File: src/design/tfn_pkg.sv
// shared types and widths for the triangle face normal core
`default_nettype none
package tfn_pkg;
  localparam int COORD_BITS       = 16;
  localparam int NORMAL_FRAC_BITS = 14;
  localparam int EDGE_W  = COORD_BITS + 1;
  localparam int PROD_W  = 2 * EDGE_W;
  localparam int CROSS_W = PROD_W + 1;
  localparam int MAG_W   = PROD_W;
  localparam int SQ_W    = 2 * MAG_W;
  localparam int SUM_W   = SQ_W;
  localparam int K_W     = NORMAL_FRAC_BITS + 1;
  localparam int IDX_W   = $clog2(K_W);
  localparam int RW      = SQ_W + 2 * NORMAL_FRAC_BITS + 8;
  localparam int OUT_W   = 16;
  localparam int IN_W    = 9 * COORD_BITS;

  typedef struct packed {
    logic                 valid;
    logic                 neg;
    logic                 deg;
    logic signed [RW-1:0] r;
    logic signed [RW-1:0] p;
    logic [SUM_W-1:0]     s;
    logic [K_W-1:0]       k;
  } lane_t;
endpackage
`default_nettype wire

File: src/design/tfn_root_stage.sv
// one bit of the rounded unit-magnitude search for one component
`default_nettype none
module tfn_root_stage (
  input  wire logic                      clk,
  input  wire logic                      rst,
  input  wire logic                      advance,
  input  wire logic [tfn_pkg::IDX_W-1:0] bit_idx,
  input  tfn_pkg::lane_t                 lane_in,
  output tfn_pkg::lane_t                 lane_out
);
  import tfn_pkg::*;

  logic [6:0]           sh_p;
  logic [6:0]           sh_s;
  logic signed [RW-1:0] tp;
  logic signed [RW-1:0] ts;
  logic signed [RW-1:0] rc;
  logic                 take;

  // candidate t' = t + 2^(j+1): r' = r - p*2^(j+2) - s*2^(2j+2)
  always_comb begin
    sh_p = 7'(bit_idx) + 7'd2;
    sh_s = 7'({bit_idx, 1'b0}) + 7'd2;
    tp   = lane_in.p <<< sh_p;
    ts   = $signed(RW'(lane_in.s) << sh_s);
    rc   = lane_in.r - tp - ts;
    take = !rc[RW-1];
  end

  always_ff @(posedge clk) begin
    if (rst) begin
      lane_out.valid <= 1'b0;
    end else if (advance) begin
      lane_out.valid <= lane_in.valid;
    end
    if (advance) begin
      lane_out.neg <= lane_in.neg;
      lane_out.deg <= lane_in.deg;
      lane_out.s   <= lane_in.s;
      if (take) begin
        lane_out.r <= rc;
        lane_out.p <= lane_in.p + $signed(RW'(lane_in.s) << (7'(bit_idx) + 7'd1));
        lane_out.k <= lane_in.k | (K_W'(1) << bit_idx);
      end else begin
        lane_out.r <= lane_in.r;
        lane_out.p <= lane_in.p;
        lane_out.k <= lane_in.k;
      end
    end
  end
endmodule
`default_nettype wire

File: config.mk
export PLATFORM = sky130hd
export DESIGN_NAME = tfn_root_stage
export DESIGN_NICKNAME = d
export VERILOG_FILES = /design/src/design/tfn_pkg.sv /design/src/design/tfn_root_stage.sv
export SDC_FILE = /design/constraint.sdc
export NUM_CORES = 2
export LEC_CHECK = 0
export ABC_CLOCK_PERIOD_IN_PS = 6950
export CORE_ASPECT_RATIO = 1.75
export CORE_MARGIN = 1.5
export CORE_UTILIZATION = 30
export DETAILED_ROUTE_END_ITERATION = 7
export DONT_BUFFER_PORTS = 1
export PLACE_DENSITY_LB_ADDON = 0.1
export RECOVER_POWER = 50
export SYNTH_ARGS = -nofsm -noshare
export SYNTH_HDL_FRONTEND = slang
export SYNTH_SLANG_ARGS = --single-unit
export TNS_END_PERCENT = 10
File: constraint.sdc
create_clock -name clk -period 6.95 [get_ports clk]
set_input_delay 0.3475 -clock clk [delete_from_list [all_inputs] [get_ports clk]]
set_output_delay 0.3475 -clock clk [all_outputs]
set_load 0.05 [all_outputs]
==> impl_metrics.py <==
metrics = {
    "flow_run": {
        "drv_cap": 5,
    },
    "placement": {
        "gp_congestion": 1.06,
        "io_buffers": 0,
        "dp_hpwl_mm": 184,
        "placed_area_mm2": 0.0443,
    },
    "final_layout": {
        "largest-register": "lane_out",
        "drive_gt1_frac": 0.148,
        "largest_register_ffs": 294,
        "fill_cells": 13900,
        "finalInstanceArea_mm2": 0.0481,
        "reg_top3": "lane_out (294)",
        "final_util": 0.371,
        "area.growth.synth_to_final_pct": 23.0,
        "final_nets": 6078,
    },
    "critical_path": {
        "crit_type": "in -> reg",
        "crit_chain": "ha_1 > ha_4 > inv_6 > buf_4 > buf_4 > a21boi_0 > a21oi_1 > o21ai_0 > buf_4 > fa_1 > ha_1 > nand2_1 > o21ai_0 > a21oi_1 > o21ai_0 > a221oi_1 > buf_4 > and3_1 > a31oi_1 > nand2_4 > buf_12 > buf_4 > a41o_1 > dlygate4sd3_1",
        "cpPeakStageDelay_ns": 0.56,
        "cp.required_ns": 7.36,
        "reg2reg_depth": 3,
        "critPathSlowestCell": "dlygate4sd3_1",
        "cp-start-kind": "input port",
        "end_kind": "flip-flop",
        "path_common_cell": "buf_4",
        "arrival_ns": 7.17,
        "crit_fanout": 218,
    },
    "power": {
        "combPwrFrac": 0.614,
        "internal-power_mw": 9.14,
        "power_mw": 19.7,
        "power_density_mw_per_mm2": 410,
        "clock_power_share": 0.093,
        "p_leak_nw": 19.9,
        "peakVddDrop_uv": 314,
        "p_seq_frac": 0.292,
        "power_switching_mw": 10.6,
        "power_switching_share": 0.537,
    },
    "synth": {
        "ys_seq_area_frac": 0.225,
        "syn_area_mm2": 0.0391,
        "synth_nets": 5569,
        "async_flop_share": 0,
        "synthFlopType": "edfxtp_1",
        "yosys_warnings": 0,
        "synthDistinctLibCells": 89,
        "synthCells": 4952,
        "synth-edff-count": 293,
        "ys_ff_latch": 294,
        "post_synth.cell_area_avg_um2": 7.90,
    },
    "floorplanning": {
        "coreArea_mm2": 0.130,
        "die_w_um": 276,
        "start_util": 0.302,
        "fp.dieH_um": 481,
        "row_count": 175,
        "die_area_mm2": 0.133,
        "io_pins": 595,
    },
    "timing": {
        "finalSetupViolCount": 0,
        "fin_skew_ns": 0,
        "setup_tns_ns": 0,
        "grt_setup_unrepaired": "false",
        "drv_slew": 273,
        "fin_crit_sh": 0.972,
        "slew_headroom": -1.70,
        "layout_min_cycle_time_ns": 6.75,
        "worst_pin_slew_ns": 4.06,
        "hold_viol": 0,
        "clock.fmax_mhz": 148,
    },
    "route": {
        "drc": 0,
        "wl_mm": 224,
        "vias": 40700,
        "ant_nets": 0,
        "routed_via_density": 5.68,
        "drtPass1Iterations": 6,
        "drtIter0Drc": 3386,
        "wl_per_cell_um": 31.3,
    },
    "cts": {
        "cts_max_path_buffers": 3,
        "root_buffer": "clkbuf_16",
        "cts_setup_buffers": 0,
        "clock-sinks": 294,
        "htreeDepth": 1,
        "clk_pin_slew_worst_paths_ns": 0.06,
        "clk-insertion-delay-late_ns": 0.67,
        "cts_tree": "done",
        "numCtsBuffers": 31,
    },
    "global_routing": {
        "grt_overflow": 0,
        "antenna_found_initial": 5,
        "grt_pass1_vias": 41600,
        "grt_usage": 0.324,
        "grt_start_max_net_pins": 219,
        "grt_pass1_wl_mm": 308,
    },
    "status": {
        "violations": "max-capacitance violations, max-slew violations",
        "outcome": "complete, but fails checks",
    },
    "worst_hold_path": {
        "whs_path_depth": 3,
        "hp-class": "in -> reg",
    },
}
power groups by stage:
stage / Combinational [mW] / Clock, mW / Sequential [mW]
3_3_place_gp: 11.8 / 0 / 5.82
3_5_place_dp: 11.8 / 0 / 5.80
4_1_cts: 12.0 / 1.89 / 5.79
5_1_grt: 13.1 / 1.94 / 5.83
6_report: 12.1 / 1.84 / 5.77
2_1_floorplan: 7.07 / 0 / 5.62
worst max-delay path: cells and delay by family:
family / cells / cell delay (ns)
and+or+nand+nor: 3 / 0.39
buffers and inverters: 8 / 1.90
adders and majority gates: 4 / 1.70
AOI/OAI and AO/OA: 9 / 2.60
cell type report:
cell class                 count  area, um2  area share
sequential                   294       8820       0.183
timing repair buffer         815       7090       0.147
antenna                        2       5.00    0.000104
clock inverter                17        263     0.00546
inverter                     156        593      0.0123
clock buffer                  35        791      0.0164
tap                         1681       2100      0.0437
multi-input combinational   4163      28500       0.592
metal layers:
metal | GRT usage | up-vias | share of wire
met2 | 0.590 | 1606 | 0.50
met1 | 0.326 | 19800 | 0.34
met5 | 0 | - | 0
met3 | 0.0471 | 498 | 0.052
li1 | - | 18900 | -
met4 | 0.278 | 0 | 0.10
through the flow:
stage	cells	hold WS (ns)	worst slack, ns
floorplan	4952	0.420	0.0519
global placement	6825	0.421	0.0295
detailed placement	6825	0.426	0.0713
CTS	7157	0.00205	0.424
global route	7162	0.0389	0.0531
finish	7163	0.0316	0.196
synthesized netlist by cell type (109+ instances only):
library cell / count / share of area
ha_1: 212 / 0.068
clkbuf_1: 233 / 0.022
edfxtp_1: 293 / 0.22
nor2_1: 795 / 0.076
xnor2_1: 126 / 0.028
inv_1: 154 / 0.015
mux2i_1: 260 / 0.067
o21ai_0: 403 / 0.052
a21o_1: 126 / 0.024
a21oi_1: 560 / 0.072
mux4_2: 109 / 0.063
nand2_1: 589 / 0.056
path summary, 6_finish.rpt:
check                start            end  slack, ns
max             bit_idx[0]   lane_out[12]       0.20
min reg2reg  lane_out[293]  lane_out[293]       1.32
min           lane_in[129]  lane_out[129]       0.03
max reg2reg  lane_out[293]  lane_out[293]       5.48
repair_timing:
action	4_1_cts	5_1_grt
gates resized for setup	0	3
hold endpoints to repair	419	47
setup endpoints to repair	0	4
hold buffers	280	4
cells by family (layout without fill, tap and decap cells):
group | Yosys count | after routing | share of synthesized area
other | 0 | 2 | 0
muxes | 435 | 435 | 0.149
AOI/OAI and AO/OA | 1451 | 1451 | 0.219
DFF | 294 | 294 | 0.225
adders and majority gates | 316 | 316 | 0.121
buffers and inverters | 495 | 1023 | 0.0497
and+or+nand+nor | 1759 | 1759 | 0.191
xor gates and xnor gates | 202 | 202 | 0.0454
cell usage in the layout, fill, tap and decap left out, drive strengths merged, types with 17 or more instances in the layout:
master	Yosys	final
mux4	109	109
clkbuf	234	40
nor2b	28	28
mux2	65	65
a211oi	31	31
nor4	17	17
a31oi	40	40
o211ai	30	30
mux2i	261	261
nand3	54	54
fa	104	104
and2	23	23
or3	17	17
nor3	52	52
dlygate4sd3	0	279
inv	155	160
nand2	589	589
nand4	76	76
edfxtp	293	293
buf	105	531
a21oi	561	561
ha	212	212
o21bai	49	49
o21ai	424	424
a31o	17	17
xor2	75	75
a21o	126	126
nand2b	56	56
o21a	17	17
nor2	795	795
xnor2	127	127
o31ai	17	17
o22ai	28	28
Note: power is estimated with default switching activity, not from simulation.
